--- src/hdl/ffa_pkg.sv ---
package ffa_pkg;

    // Fixed field widths
    localparam int DATA_W    = 32;
    localparam int HDR_W     = 8;
    localparam int CFG_IDX_W = 4;
    localparam int STEP_W    = 5;

    // Configuration register indexes
    localparam logic [CFG_IDX_W-1:0] REG_HEAP_LIMIT   = CFG_IDX_W'(0);
    localparam logic [CFG_IDX_W-1:0] REG_HEADER_BYTES = CFG_IDX_W'(1);

    // Reset values of the configuration registers
    localparam logic [DATA_W-1:0] HEAP_LIMIT_RST   = 32'd65536;
    localparam logic [HDR_W-1:0]  HEADER_BYTES_RST = 8'd24;

    typedef enum logic {
        OP_ALLOC = 1'b0,
        OP_FREE  = 1'b1
    } op_t;

    typedef enum logic [2:0] {
        ST_OK              = 3'd0,
        ST_ZERO_SIZE       = 3'd1,
        ST_HEAP_EXHAUSTED  = 3'd2,
        ST_TABLE_FULL      = 3'd3,
        ST_UNKNOWN_ADDRESS = 3'd4,
        ST_DOUBLE_FREE     = 3'd5
    } status_t;

    // One block table entry
    typedef struct packed {
        logic [DATA_W-1:0] start;
        logic [DATA_W-1:0] bytes;
        logic              is_free;
    } entry_t;

    // Datapath operations selected by the control word
    typedef enum logic [2:0] {
        A_NONE,
        A_LOAD,
        A_SCAN,
        A_APPEND,
        A_TAKE,
        A_MARK,
        A_RES,
        A_PUT
    } action_t;

    // Branch conditions
    typedef enum logic [3:0] {
        C_NEVER,
        C_ALWAYS,
        C_NO_REQ,
        C_IS_FREE,
        C_SIZE_ZERO,
        C_ADDR_NULL,
        C_HIT,
        C_SCAN_BUSY,
        C_HEAP_OVER,
        C_TABLE_FULL,
        C_HIT_FREE,
        C_OUT_CAN
    } cond_t;

    // Control word: jump to target on jump_cond, else hold on stay_cond, else advance
    typedef struct packed {
        action_t             action;
        status_t             status;
        cond_t               jump_cond;
        cond_t               stay_cond;
        logic [STEP_W-1:0]   target;
    } ctrl_t;

    // Datapath status seen by the sequencer
    typedef struct packed {
        logic no_req;
        logic is_free;
        logic size_zero;
        logic addr_null;
        logic hit;
        logic scan_busy;
        logic heap_over;
        logic table_full;
        logic hit_free;
        logic out_can;
    } flags_t;

endpackage

--- src/hdl/ffa_req_if.sv ---
interface ffa_req_if;
    import ffa_pkg::*;

    logic              valid;
    logic              ready;
    op_t               operation;
    logic [DATA_W-1:0] request_size;
    logic [DATA_W-1:0] payload_address;

    modport source (output valid, output operation, output request_size,
                    output payload_address, input ready);
    modport sink   (input valid, input operation, input request_size,
                    input payload_address, output ready);
endinterface

--- src/hdl/ffa_rsp_if.sv ---
interface ffa_rsp_if;
    import ffa_pkg::*;

    logic              valid;
    logic              ready;
    status_t           status;
    logic [DATA_W-1:0] result_address;

    modport source (output valid, output status, output result_address, input ready);
    modport sink   (input valid, input status, input result_address, output ready);
endinterface

--- src/hdl/ffa_cfg_if.sv ---
interface ffa_cfg_if;
    import ffa_pkg::*;

    logic                 valid;
    logic                 ready;
    logic [CFG_IDX_W-1:0] index;
    logic [DATA_W-1:0]    data;

    modport source (output valid, output index, output data, input ready);
    modport sink   (input valid, input index, input data, output ready);
endinterface

--- src/hdl/ffa_seq.sv ---
module ffa_seq (
    input  logic            clk,
    input  logic            rst_n,
    input  ffa_pkg::flags_t flags,
    output ffa_pkg::ctrl_t  ctrl
);
    import ffa_pkg::*;

    typedef enum logic [STEP_W-1:0] {
        S_FETCH,
        S_DISPATCH,
        S_A_ZERO,
        S_A_SCAN,
        S_A_HEAP,
        S_A_FULL,
        S_A_APPEND,
        S_F_NULL,
        S_F_SCAN,
        S_F_UNKNOWN,
        S_F_HIT,
        S_F_MARK,
        S_A_TAKE,
        S_R_ZERO,
        S_R_HEAP,
        S_R_FULL,
        S_R_DOUBLE,
        S_R_OK,
        S_PUT
    } step_t;

    step_t pc_reg;
    step_t pc_next;
    logic  jump_hit;
    logic  stay_hit;

    function automatic ctrl_t mk(action_t a, status_t s, cond_t jc, cond_t sc, step_t t);
        ctrl_t w;
        w.action    = a;
        w.status    = s;
        w.jump_cond = jc;
        w.stay_cond = sc;
        w.target    = t;
        return w;
    endfunction

    // Microprogram
    function automatic ctrl_t rom(step_t s);
        ctrl_t w;
        case (s)
            S_FETCH:     w = mk(A_LOAD,   ST_OK, C_NEVER,      C_NO_REQ,    S_FETCH);
            S_DISPATCH:  w = mk(A_NONE,   ST_OK, C_IS_FREE,    C_NEVER,     S_F_NULL);
            // allocate path
            S_A_ZERO:    w = mk(A_NONE,   ST_OK, C_SIZE_ZERO,  C_NEVER,     S_R_ZERO);
            S_A_SCAN:    w = mk(A_SCAN,   ST_OK, C_HIT,        C_SCAN_BUSY, S_A_TAKE);
            S_A_HEAP:    w = mk(A_NONE,   ST_OK, C_HEAP_OVER,  C_NEVER,     S_R_HEAP);
            S_A_FULL:    w = mk(A_NONE,   ST_OK, C_TABLE_FULL, C_NEVER,     S_R_FULL);
            S_A_APPEND:  w = mk(A_APPEND, ST_OK, C_ALWAYS,     C_NEVER,     S_PUT);
            // free path
            S_F_NULL:    w = mk(A_NONE,   ST_OK, C_ADDR_NULL,  C_NEVER,     S_R_OK);
            S_F_SCAN:    w = mk(A_SCAN,   ST_OK, C_HIT,        C_SCAN_BUSY, S_F_HIT);
            S_F_UNKNOWN: w = mk(A_RES, ST_UNKNOWN_ADDRESS, C_ALWAYS, C_NEVER, S_PUT);
            S_F_HIT:     w = mk(A_NONE,   ST_OK, C_HIT_FREE,   C_NEVER,     S_R_DOUBLE);
            S_F_MARK:    w = mk(A_MARK,   ST_OK, C_ALWAYS,     C_NEVER,     S_PUT);
            // reuse of a free block
            S_A_TAKE:    w = mk(A_TAKE,   ST_OK, C_ALWAYS,     C_NEVER,     S_PUT);
            // plain results
            S_R_ZERO:    w = mk(A_RES, ST_ZERO_SIZE,      C_ALWAYS, C_NEVER, S_PUT);
            S_R_HEAP:    w = mk(A_RES, ST_HEAP_EXHAUSTED, C_ALWAYS, C_NEVER, S_PUT);
            S_R_FULL:    w = mk(A_RES, ST_TABLE_FULL,     C_ALWAYS, C_NEVER, S_PUT);
            S_R_DOUBLE:  w = mk(A_RES, ST_DOUBLE_FREE,    C_ALWAYS, C_NEVER, S_PUT);
            S_R_OK:      w = mk(A_RES, ST_OK,             C_ALWAYS, C_NEVER, S_PUT);
            // hand result to the output register
            S_PUT:       w = mk(A_PUT,    ST_OK, C_OUT_CAN,    C_ALWAYS,    S_FETCH);
            default:     w = mk(A_NONE,   ST_OK, C_ALWAYS,     C_NEVER,     S_FETCH);
        endcase
        return w;
    endfunction

    function automatic logic cond_true(cond_t c, flags_t f);
        logic r;
        case (c)
            C_NEVER:      r = 1'b0;
            C_ALWAYS:     r = 1'b1;
            C_NO_REQ:     r = f.no_req;
            C_IS_FREE:    r = f.is_free;
            C_SIZE_ZERO:  r = f.size_zero;
            C_ADDR_NULL:  r = f.addr_null;
            C_HIT:        r = f.hit;
            C_SCAN_BUSY:  r = f.scan_busy;
            C_HEAP_OVER:  r = f.heap_over;
            C_TABLE_FULL: r = f.table_full;
            C_HIT_FREE:   r = f.hit_free;
            C_OUT_CAN:    r = f.out_can;
            default:      r = 1'b0;
        endcase
        return r;
    endfunction

    assign ctrl     = rom(pc_reg);
    assign jump_hit = cond_true(ctrl.jump_cond, flags);
    assign stay_hit = cond_true(ctrl.stay_cond, flags);

    // Next step: jump, hold or advance
    always_comb
    begin
        if (jump_hit)
        begin
            pc_next = step_t'(ctrl.target);
        end
        else if (stay_hit)
        begin
            pc_next = pc_reg;
        end
        else
        begin
            pc_next = step_t'(STEP_W'(pc_reg + STEP_W'(1)));
        end
    end

    always_ff @(posedge clk or negedge rst_n)
    begin
        if (!rst_n)
        begin
            pc_reg <= S_FETCH;
        end
        else
        begin
            pc_reg <= pc_next;
        end
    end

endmodule

--- src/hdl/ffa_dp.sv ---
module ffa_dp #(
    parameter int MAX_BLOCKS = 64,
    parameter int ADDR_WIDTH = 32
) (
    input  logic                           clk,
    input  logic                           rst_n,
    input  ffa_pkg::ctrl_t                 ctrl,
    output ffa_pkg::flags_t                flags,
    input  logic [ffa_pkg::DATA_W-1:0]     heap_limit,
    input  logic [ffa_pkg::HDR_W-1:0]      header_bytes,
    ffa_req_if.sink                        req,
    ffa_rsp_if.source                      rsp
);
    import ffa_pkg::*;

    localparam int IDX_W = (MAX_BLOCKS > 1) ? $clog2(MAX_BLOCKS) : 1;
    localparam int CNT_W = $clog2(MAX_BLOCKS + 1);
    localparam int TOP_W = DATA_W + 2;

    // Block table
    entry_t mem [MAX_BLOCKS];
    entry_t rd_data_reg;

    // Control state
    logic             rd_vld_reg,   rd_vld_next;
    logic [CNT_W-1:0] scan_idx_reg, scan_idx_next;
    logic [CNT_W-1:0] used_reg,     used_next;
    logic [DATA_W-1:0] heap_top_reg, heap_top_next;
    logic             out_valid_reg, out_valid_next;

    // Payload state
    op_t               op_reg,         op_next;
    logic [DATA_W-1:0] size_reg,       size_next;
    logic [DATA_W-1:0] addr_reg,       addr_next;
    logic [IDX_W-1:0]  rd_idx_reg,     rd_idx_next;
    entry_t            hit_ent_reg,    hit_ent_next;
    logic [IDX_W-1:0]  hit_idx_reg,    hit_idx_next;
    status_t           res_status_reg, res_status_next;
    logic [DATA_W-1:0] res_addr_reg,   res_addr_next;
    status_t           out_status_reg, out_status_next;
    logic [DATA_W-1:0] out_addr_reg,   out_addr_next;

    // Memory port controls
    logic              wr_en;
    logic [IDX_W-1:0]  wr_idx;
    entry_t            wr_data;
    logic              rd_en;

    // Datapath terms
    logic              accept;
    logic [TOP_W-1:0]  new_top;
    logic [DATA_W-1:0] new_payload;
    logic [DATA_W:0]   cand_payload;
    logic              match_free;
    logic              fit;
    logic              hit;
    logic              scan_more;
    logic              out_can;
    logic              heap_over;

    assign req.ready = (ctrl.action == A_LOAD);
    assign accept    = req.valid && req.ready;

    // Growth: new top = top + header + size, checked against limit and address range
    assign new_top     = {2'b00, heap_top_reg} + TOP_W'(header_bytes) + {2'b00, size_reg};
    assign new_payload = heap_top_reg + DATA_W'(header_bytes);
    assign heap_over   = (new_top > {2'b00, heap_limit}) || ((new_top >> ADDR_WIDTH) != '0);

    // Compare of the entry read last cycle
    assign cand_payload = {1'b0, rd_data_reg.start} + (DATA_W+1)'(header_bytes);
    assign match_free   = (cand_payload == {1'b0, addr_reg});
    assign fit          = rd_data_reg.is_free && (rd_data_reg.bytes >= size_reg);
    assign hit          = rd_vld_reg && ((op_reg == OP_FREE) ? match_free : fit);
    assign scan_more    = (scan_idx_reg < used_reg);
    assign out_can      = !out_valid_reg || rsp.ready;

    assign flags.no_req     = !req.valid;
    assign flags.is_free    = (op_reg == OP_FREE);
    assign flags.size_zero  = (size_reg == '0);
    assign flags.addr_null  = (addr_reg == '0);
    assign flags.hit        = hit;
    assign flags.scan_busy  = scan_more || rd_vld_reg;
    assign flags.heap_over  = heap_over;
    assign flags.table_full = (used_reg >= CNT_W'(MAX_BLOCKS));
    assign flags.hit_free   = hit_ent_reg.is_free;
    assign flags.out_can    = out_can;

    assign rsp.valid          = out_valid_reg;
    assign rsp.status         = out_status_reg;
    assign rsp.result_address = out_addr_reg;

    // Action decode
    always_comb
    begin
        rd_vld_next     = rd_vld_reg;
        scan_idx_next   = scan_idx_reg;
        used_next       = used_reg;
        heap_top_next   = heap_top_reg;
        out_valid_next  = out_valid_reg;
        op_next         = op_reg;
        size_next       = size_reg;
        addr_next       = addr_reg;
        rd_idx_next     = rd_idx_reg;
        hit_ent_next    = hit_ent_reg;
        hit_idx_next    = hit_idx_reg;
        res_status_next = res_status_reg;
        res_addr_next   = res_addr_reg;
        out_status_next = out_status_reg;
        out_addr_next   = out_addr_reg;
        wr_en           = 1'b0;
        wr_idx          = hit_idx_reg;
        wr_data         = hit_ent_reg;
        rd_en           = 1'b0;

        // drain output register
        if (out_valid_reg && rsp.ready)
        begin
            out_valid_next = 1'b0;
        end

        case (ctrl.action)
            A_LOAD:
            begin
                if (accept)
                begin
                    op_next       = req.operation;
                    size_next     = req.request_size;
                    addr_next     = req.payload_address;
                    scan_idx_next = '0;
                    rd_vld_next   = 1'b0;
                end
            end
            A_SCAN:
            begin
                rd_en       = scan_more;
                rd_vld_next = scan_more;
                rd_idx_next = scan_idx_reg[IDX_W-1:0];
                if (scan_more)
                begin
                    scan_idx_next = scan_idx_reg + CNT_W'(1);
                end
                if (hit)
                begin
                    hit_ent_next = rd_data_reg;
                    hit_idx_next = rd_idx_reg;
                end
            end
            A_APPEND:
            begin
                wr_en           = 1'b1;
                wr_idx          = used_reg[IDX_W-1:0];
                wr_data.start   = heap_top_reg;
                wr_data.bytes   = size_reg;
                wr_data.is_free = 1'b0;
                used_next       = used_reg + CNT_W'(1);
                heap_top_next   = new_top[DATA_W-1:0];
                res_status_next = ST_OK;
                res_addr_next   = new_payload;
            end
            A_TAKE:
            begin
                wr_en           = 1'b1;
                wr_data.is_free = 1'b0;
                res_status_next = ST_OK;
                res_addr_next   = hit_ent_reg.start + DATA_W'(header_bytes);
            end
            A_MARK:
            begin
                wr_en           = 1'b1;
                wr_data.is_free = 1'b1;
                res_status_next = ST_OK;
                res_addr_next   = '0;
            end
            A_RES:
            begin
                res_status_next = ctrl.status;
                res_addr_next   = '0;
            end
            A_PUT:
            begin
                if (out_can)
                begin
                    out_valid_next  = 1'b1;
                    out_status_next = res_status_reg;
                    out_addr_next   = res_addr_reg;
                end
            end
            default:
            begin
            end
        endcase
    end

    // Table memory: one write port, one registered read port
    always_ff @(posedge clk)
    begin
        if (wr_en)
        begin
            mem[wr_idx] <= wr_data;
        end
        if (rd_en)
        begin
            rd_data_reg <= mem[scan_idx_reg[IDX_W-1:0]];
        end
    end

    // Control registers
    always_ff @(posedge clk or negedge rst_n)
    begin
        if (!rst_n)
        begin
            rd_vld_reg    <= 1'b0;
            scan_idx_reg  <= '0;
            used_reg      <= '0;
            heap_top_reg  <= '0;
            out_valid_reg <= 1'b0;
        end
        else
        begin
            rd_vld_reg    <= rd_vld_next;
            scan_idx_reg  <= scan_idx_next;
            used_reg      <= used_next;
            heap_top_reg  <= heap_top_next;
            out_valid_reg <= out_valid_next;
        end
    end

    // Payload registers
    always_ff @(posedge clk)
    begin
        op_reg         <= op_next;
        size_reg       <= size_next;
        addr_reg       <= addr_next;
        rd_idx_reg     <= rd_idx_next;
        hit_ent_reg    <= hit_ent_next;
        hit_idx_reg    <= hit_idx_next;
        res_status_reg <= res_status_next;
        res_addr_reg   <= res_addr_next;
        out_status_reg <= out_status_next;
        out_addr_reg   <= out_addr_next;
    end

endmodule

--- src/hdl/first_fit_block_allocator.sv ---
// Channel  Dir  Payload                                         Transaction
// req      in   operation, request_size, payload_address        valid && ready
// rsp      out  status, result_address                          valid && ready
// cfg      in   index, data (0 heap_limit, 1 header_bytes)      valid && ready (ready tied high)
//
// One request at a time: the search reads one table entry per cycle from block memory
// on its way from the accept to the result register; the worst case is a full table
// with no fit, and a stall on rsp can delay the result further.
// Reset clears the block count and heap top; the table itself needs no clearing.
// A result waiting on rsp does not stop the next request from being taken;
// it only holds the following result until rsp drains.
module first_fit_block_allocator #(
    parameter int MAX_BLOCKS = 64,
    parameter int ADDR_WIDTH = 32
) (
    input  logic       clk,
    input  logic       rst_n,
    ffa_req_if.sink    req,
    ffa_rsp_if.source  rsp,
    ffa_cfg_if.sink    cfg
);
    import ffa_pkg::*;

    logic [DATA_W-1:0] heap_limit_reg, heap_limit_next;
    logic [HDR_W-1:0]  header_reg,     header_next;
    logic              cfg_fire;
    ctrl_t             ctrl;
    flags_t            flags;

    assign cfg.ready = 1'b1;
    assign cfg_fire  = cfg.valid && cfg.ready;

    // Configuration writes; a header of zero is taken as one
    always_comb
    begin
        heap_limit_next = heap_limit_reg;
        header_next     = header_reg;
        if (cfg_fire)
        begin
            case (cfg.index)
                REG_HEAP_LIMIT:
                begin
                    heap_limit_next = cfg.data;
                end
                REG_HEADER_BYTES:
                begin
                    header_next = (cfg.data[HDR_W-1:0] == '0) ? HDR_W'(1)
                                                              : cfg.data[HDR_W-1:0];
                end
                default:
                begin
                end
            endcase
        end
    end

    always_ff @(posedge clk or negedge rst_n)
    begin
        if (!rst_n)
        begin
            heap_limit_reg <= HEAP_LIMIT_RST;
            header_reg     <= HEADER_BYTES_RST;
        end
        else
        begin
            heap_limit_reg <= heap_limit_next;
            header_reg     <= header_next;
        end
    end

    ffa_seq u_seq (
        .clk   (clk),
        .rst_n (rst_n),
        .flags (flags),
        .ctrl  (ctrl)
    );

    ffa_dp #(
        .MAX_BLOCKS (MAX_BLOCKS),
        .ADDR_WIDTH (ADDR_WIDTH)
    ) u_dp (
        .clk          (clk),
        .rst_n        (rst_n),
        .ctrl         (ctrl),
        .flags        (flags),
        .heap_limit   (heap_limit_reg),
        .header_bytes (header_reg),
        .req          (req),
        .rsp          (rsp)
    );

    // Header is never zero, so no payload lands at address zero
    a_header_nonzero: assert property (@(posedge clk) disable iff (!rst_n)
        header_reg != '0)
        else $error("header_bytes register is zero");

    // A zero header write reads back as one
    a_header_zero_write: assert property (@(posedge clk) disable iff (!rst_n)
        (cfg_fire && cfg.index == REG_HEADER_BYTES && cfg.data[HDR_W-1:0] == '0)
        |=> header_reg == HDR_W'(1))
        else $error("zero header write not promoted to one");

    // Sequencer leaves fetch once a request is taken
    a_one_at_a_time: assert property (@(posedge clk) disable iff (!rst_n)
        (req.valid && req.ready) |=> !req.ready)
        else $error("second request taken before the first finished");

endmodule
--- src/flat_wrapper.sv ---
// flat-port wrapper written by rule: the top's interface ports become plain ports
module first_fit_block_allocator_flat import ffa_pkg::*;
#(
    parameter int MAX_BLOCKS = 64,
    parameter int ADDR_WIDTH = 32
)
  (clk, rst_n, req_valid, req_operation, req_request_size, req_payload_address, req_ready, rsp_valid, rsp_status, rsp_result_address, rsp_ready, cfg_valid, cfg_index, cfg_data, cfg_ready);
  ffa_req_if req_i ();
  ffa_rsp_if rsp_i ();
  ffa_cfg_if cfg_i ();
  input  logic clk;
  input  logic rst_n;
  input wire logic [$bits(req_i.valid)-1:0] req_valid;
  input wire logic [$bits(req_i.operation)-1:0] req_operation;
  input wire logic [$bits(req_i.request_size)-1:0] req_request_size;
  input wire logic [$bits(req_i.payload_address)-1:0] req_payload_address;
  output wire logic [$bits(req_i.ready)-1:0] req_ready;
  output wire logic [$bits(rsp_i.valid)-1:0] rsp_valid;
  output wire logic [$bits(rsp_i.status)-1:0] rsp_status;
  output wire logic [$bits(rsp_i.result_address)-1:0] rsp_result_address;
  input wire logic [$bits(rsp_i.ready)-1:0] rsp_ready;
  input wire logic [$bits(cfg_i.valid)-1:0] cfg_valid;
  input wire logic [$bits(cfg_i.index)-1:0] cfg_index;
  input wire logic [$bits(cfg_i.data)-1:0] cfg_data;
  output wire logic [$bits(cfg_i.ready)-1:0] cfg_ready;
  assign req_i.valid = req_valid;
  assign req_i.operation = req_operation;
  assign req_i.request_size = req_request_size;
  assign req_i.payload_address = req_payload_address;
  assign req_ready = req_i.ready;
  assign rsp_valid = rsp_i.valid;
  assign rsp_status = rsp_i.status;
  assign rsp_result_address = rsp_i.result_address;
  assign rsp_i.ready = rsp_ready;
  assign cfg_i.valid = cfg_valid;
  assign cfg_i.index = cfg_index;
  assign cfg_i.data = cfg_data;
  assign cfg_ready = cfg_i.ready;
  first_fit_block_allocator #(.MAX_BLOCKS(MAX_BLOCKS), .ADDR_WIDTH(ADDR_WIDTH)) u_core (.clk(clk), .rst_n(rst_n), .req(req_i), .rsp(rsp_i), .cfg(cfg_i));
endmodule
--- config.mk ---
export PLATFORM = sky130hd
export DESIGN_NAME = first_fit_block_allocator_flat
export DESIGN_NICKNAME = d
export VERILOG_FILES = /design/src/hdl/ffa_pkg.sv /design/src/hdl/ffa_req_if.sv /design/src/hdl/ffa_rsp_if.sv /design/src/hdl/ffa_cfg_if.sv /design/src/hdl/ffa_seq.sv /design/src/hdl/ffa_dp.sv /design/src/hdl/first_fit_block_allocator.sv /design/src/flat_wrapper.sv
export SDC_FILE = /design/constraint.sdc
export NUM_CORES = 2
export LEC_CHECK = 0
export BUFFER_PORTS_ARGS = -buffer_cell sky130_fd_sc_hd__buf_2
export CAP_MARGIN = 20
export CORE_MARGIN = 2
export CORE_UTILIZATION = 35
export DETAILED_ROUTE_END_ITERATION = 10
export GPL_ROUTABILITY_DRIVEN = 0
export PLACE_DENSITY = 0.58
export SLEW_MARGIN = 20
export SYNTH_ARGS = -nofsm -noshare
export SYNTH_HDL_FRONTEND = slang
export SYNTH_MEMORY_MAX_BITS = 65536
export SYNTH_SLANG_ARGS = --single-unit
--- constraint.sdc ---
create_clock -name clk -period 6.1 [get_ports clk]
set_clock_uncertainty 0.1 [all_clocks]
set_input_delay 1.22 -clock clk [delete_from_list [all_inputs] [get_ports clk]]
set_output_delay 1.22 -clock clk [all_outputs]
set_load 0.05 [all_outputs]
==> qor.txt <==
CP arrival: 6.52 ns
Placed instance count: 14,600
Antenna violations before repair: 25
Share of layout cells above drive strength 1: 29.7%
CP Class: register to register
Flip-flop count of the largest register after layout: 4,160
Overall die width: 716 um
Final setup violating endpoints: 0
Area of the die: 513,000 um2
Startpoint type of the worst setup path: register
Worst-case clock buffer depth: 4
Sum of net half-perimeters after detailed placement: 264,000 um
Initial Util: 35.1%
Post-Synthesis Net Count: 8,067
Sinks on Clock Net: 4,530
Unrepaired setup endpoints after global routing: no
Clock buffer count from CTS: 436
Number of hold-repair buffers added at the cts stage: 0
Static leakage: 0.0627 uW
Maximum frequency from static timing analysis: 0.175 GHz
Sequential-to-total area share from yosys stat: 76.4%
Net count of the finished layout: 8,554
Drt first-iter violations: 11,700
Row count: 261
GRT Total Usage: 18.9%
Final total negative setup slack: 0 ns
Layout Cell Area excl Fill: 204,000 um2
Maximum number of pins on one net before global-route repair: 139
CTS clock-pin slew for the worst setup and hold paths: 0.06 ns
Average vias per placed instance: 5.62
Final Hold Violating Endpoints: 0
Core area: 505,000 um2
Cell count after synthesis: 7,796
Fill cell total of the finished layout: 43,700
Clock network latency to the later pin of the worst-skew pair: 1.03 ns
Count of buffers inserted at the top-level ports: 142
Remaining routing DRC violations: 0
Register cell area after layout: 136,000 um2
Cell with the most instances on the worst path: sky130_fd_sc_hd__buf_4
Number of maximum-capacitance violations: 0
Total buffers and inverters traversed by the critical path: 4
GRT overflow: 0
TritonRoute pass-1 iters: 8
Vias after detailed routing: 86,400
Proportion of synthesized flip-flops having asynchronous set or reset: 2.05%
Number of storage elements in the synthesis netlist: 4,530
Total number of H-tree levels: 5
Root buffer cell: sky130_fd_sc_hd__clkbuf_16
Cell Pwr Density: 451 nW/um2
Most used flip-flop cell after synthesis: sky130_fd_sc_hd__edfxtp_1
Placed Area: 190,000 um2
Max stage delay on crit path: 0.54 ns
Final antenna-violating net count: 0
Minimum period implied by the final worst setup slack: 5.71 ns
Synth cell types: 86
Avg Synthesized Cell Area: 22.8 um2
WL final: 494,000 um
Largest fanout of any net on the critical path: 3
TritonCTS clock tree: done
Number of cells in the finished layout apart from fillers: 15,400
Result of the run: completed
Top-level port count: 144
Transition time at the pin with the least slew margin: 1.11 ns
Headroom to the max-slew limit: 26.2%
Area of the multi-input gates: 41,100 um2
Final period utilization: 93.7%
Max IR drop VDD: 0.357 mV
DR WL/cell: 32.2 um
Wire length of the first global-routing pass: 687,000 um
Growth of design area from synthesis to finish: 14.7%
CP delay by family, top: compound AO/OA/AOI/OAI gates
Die Span Y: 716 um
Number of synthesized flops with an enable pin: 4,437
Final slew viol count: 0
Via count of the first global-routing pass: 86,300
Worst Hold Margin: 0.168 ns
Summed instance area of the synthesized netlist: 178,000 um2
Required time at the endpoint of the critical path: 6.90 ns
Setup crit end kind: register
Count of synthesis-stage warnings from yosys: 0
HP Class: input pin to async pin
Critical-path cell with the highest stage delay: sky130_fd_sc_hd__fa_1
path summary, 6_finish.rpt:
path,startpoint,end,slack [ns],cells past startpoint
max,u_core.u_dp.size_reg[1],u_core.u_seq.pc_reg[4],0.39,25
min,rst_n,u_core.u_seq.pc_reg[1],0.17,1
max reg2reg,u_core.u_dp.size_reg[1],u_core.u_seq.pc_reg[4],0.39,25
min reg2reg,u_core.u_dp.res_addr_reg[2],u_core.u_dp.rsp.result_address[2],0.32,0
max in group asynchronous,rst_n,u_core.u_dp.scan_idx_reg[3],4.46,2
min in group clk,req_payload_address[12],u_core.u_dp.addr_reg[12],0.26,1
layer usage:
layer | vias up | global-route usage, % | wire length (um)
met4 | 6 | 4.66 | 13000
li1 | 34000 | - | -
met1 | 47400 | 26.1 | 200000
met5 | - | 0 | 35
met3 | 735 | 2.83 | 38200
met2 | 4161 | 31.5 | 243000
power by group:
part	switching (uW)	leakage, uW	internal [uW]
sequential	1440	0.0411	38400
clock	11700	0.00685	15000
combinational	14700	0.0147	10600
synthesized netlist by cell type, drive strengths merged, types with 11 or more instances:
master	n	share of area, %
edfxtp	4437	75
mux4	1365	17
nand2	332	0.70
clkbuf	270	0.57
ha	154	1.1
nor2	152	0.32
o21ai	118	0.33
inv	108	0.23
buf	98	0.22
dfrtp	90	1.3
xnor2	71	0.35
a21oi	68	0.20
a21o	48	0.20
nand3	46	0.13
nand4	38	0.13
nor3	34	0.096
xor2	33	0.16
mux2i	29	0.17
nand2b	29	0.10
nor4	29	0.11
a31oi	19	0.070
a211oi	17	0.072
and3	16	0.056
mux2	16	0.10
nor2b	14	0.049
o21a	14	0.059
or2	13	0.047
and2	11	0.039
fa	11	0.12
what timing repair did:
item	CTS	global route
endpoints found under the hold margin	0	0
setup endpoints to repair	0	5
buffers inserted	0	0
resized for setup	0	2
cell families after synthesis:
| kind of cell | share of synthesized area (%) |
|---|---|
| AND/OR/NAND/NOR | 1.96 |
| adder cells (fa/ha/maj) | 1.21 |
| XOR/XNOR | 0.513 |
| buffers and inverters | 1.02 |
| multiplexers | 17.6 |
| other | 0.00211 |
| AO/OA/AOI/OAI | 1.33 |
| flip-flops | 76.4 |
worst register-to-register path: stages (launching register included):
cell and delay, ns:
sky130_fd_sc_hd__edfxtp_1 0.43, sky130_fd_sc_hd__fa_1 0.54, sky130_fd_sc_hd__ha_1 0.19, sky130_fd_sc_hd__inv_1 0.07
sky130_fd_sc_hd__fa_1 0.46, sky130_fd_sc_hd__nor2b_1 0.19, sky130_fd_sc_hd__o2111ai_1 0.16, sky130_fd_sc_hd__a21oi_1 0.27
sky130_fd_sc_hd__o21ai_1 0.17, sky130_fd_sc_hd__a211oi_1 0.30, sky130_fd_sc_hd__buf_4 0.16, sky130_fd_sc_hd__buf_4 0.10
sky130_fd_sc_hd__o211ai_1 0.09, sky130_fd_sc_hd__a21boi_0 0.17, sky130_fd_sc_hd__o21ai_0 0.16, sky130_fd_sc_hd__nand2_1 0.12
sky130_fd_sc_hd__xor2_1 0.07, sky130_fd_sc_hd__ha_1 0.22, sky130_fd_sc_hd__a2111oi_2 0.40, sky130_fd_sc_hd__buf_4 0.18
sky130_fd_sc_hd__o211ai_1 0.08, sky130_fd_sc_hd__a21oi_1 0.16, sky130_fd_sc_hd__a211oi_1 0.12, sky130_fd_sc_hd__o31ai_4 0.26
sky130_fd_sc_hd__nand2_2 0.09, sky130_fd_sc_hd__mux2_1 0.32
through the flow:
stage	utilization (%)	total power, uW	setup slack, ns
6_report	40.3	91900	0.385
5_1_grt	40.3	95200	0.0679
4_1_cts	40.3	92500	0.278
3_5_place_dp	37.5	65900	0.319
3_3_place_gp	37.5	65500	0.212
2_1_floorplan	-	56900	0.00738
layout make-up:
cell class,count,area share (%)
sequential,4530,66.6
multi-input combinational,2790,20.2
clock buffer,536,5.59
tap,6706,4.12
timing repair buffer,417,1.99
clock inverter,266,1.28
inverter,108,0.200
antenna,7,0.00860
layout by cell type, fill, tap and decap left out, drive strengths merged, types with 7 or more instances in the layout:
master,synthesis,routed
a211oi,17,17
a21o,48,48
a21oi,68,68
a31oi,19,19
and2,11,11
and3,16,16
buf,98,417
bufinv,0,41
clkbuf,270,536
clkinv,0,209
dfrtp,90,90
diode,0,7
edfxtp,4437,4437
fa,11,11
ha,154,154
inv,108,120
mux2,16,16
mux2i,29,29
mux4,1365,1365
nand2,332,332
nand2b,29,29
nand3,46,46
nand4,38,38
nor2,152,152
nor2b,14,14
nor3,34,34
nor3b,9,9
nor4,29,29
o211ai,10,10
o21a,14,14
o21ai,118,118
o31ai,9,9
or2,13,13
xnor2,71,71
xor2,33,33
(Power assumes the default switching activity.)
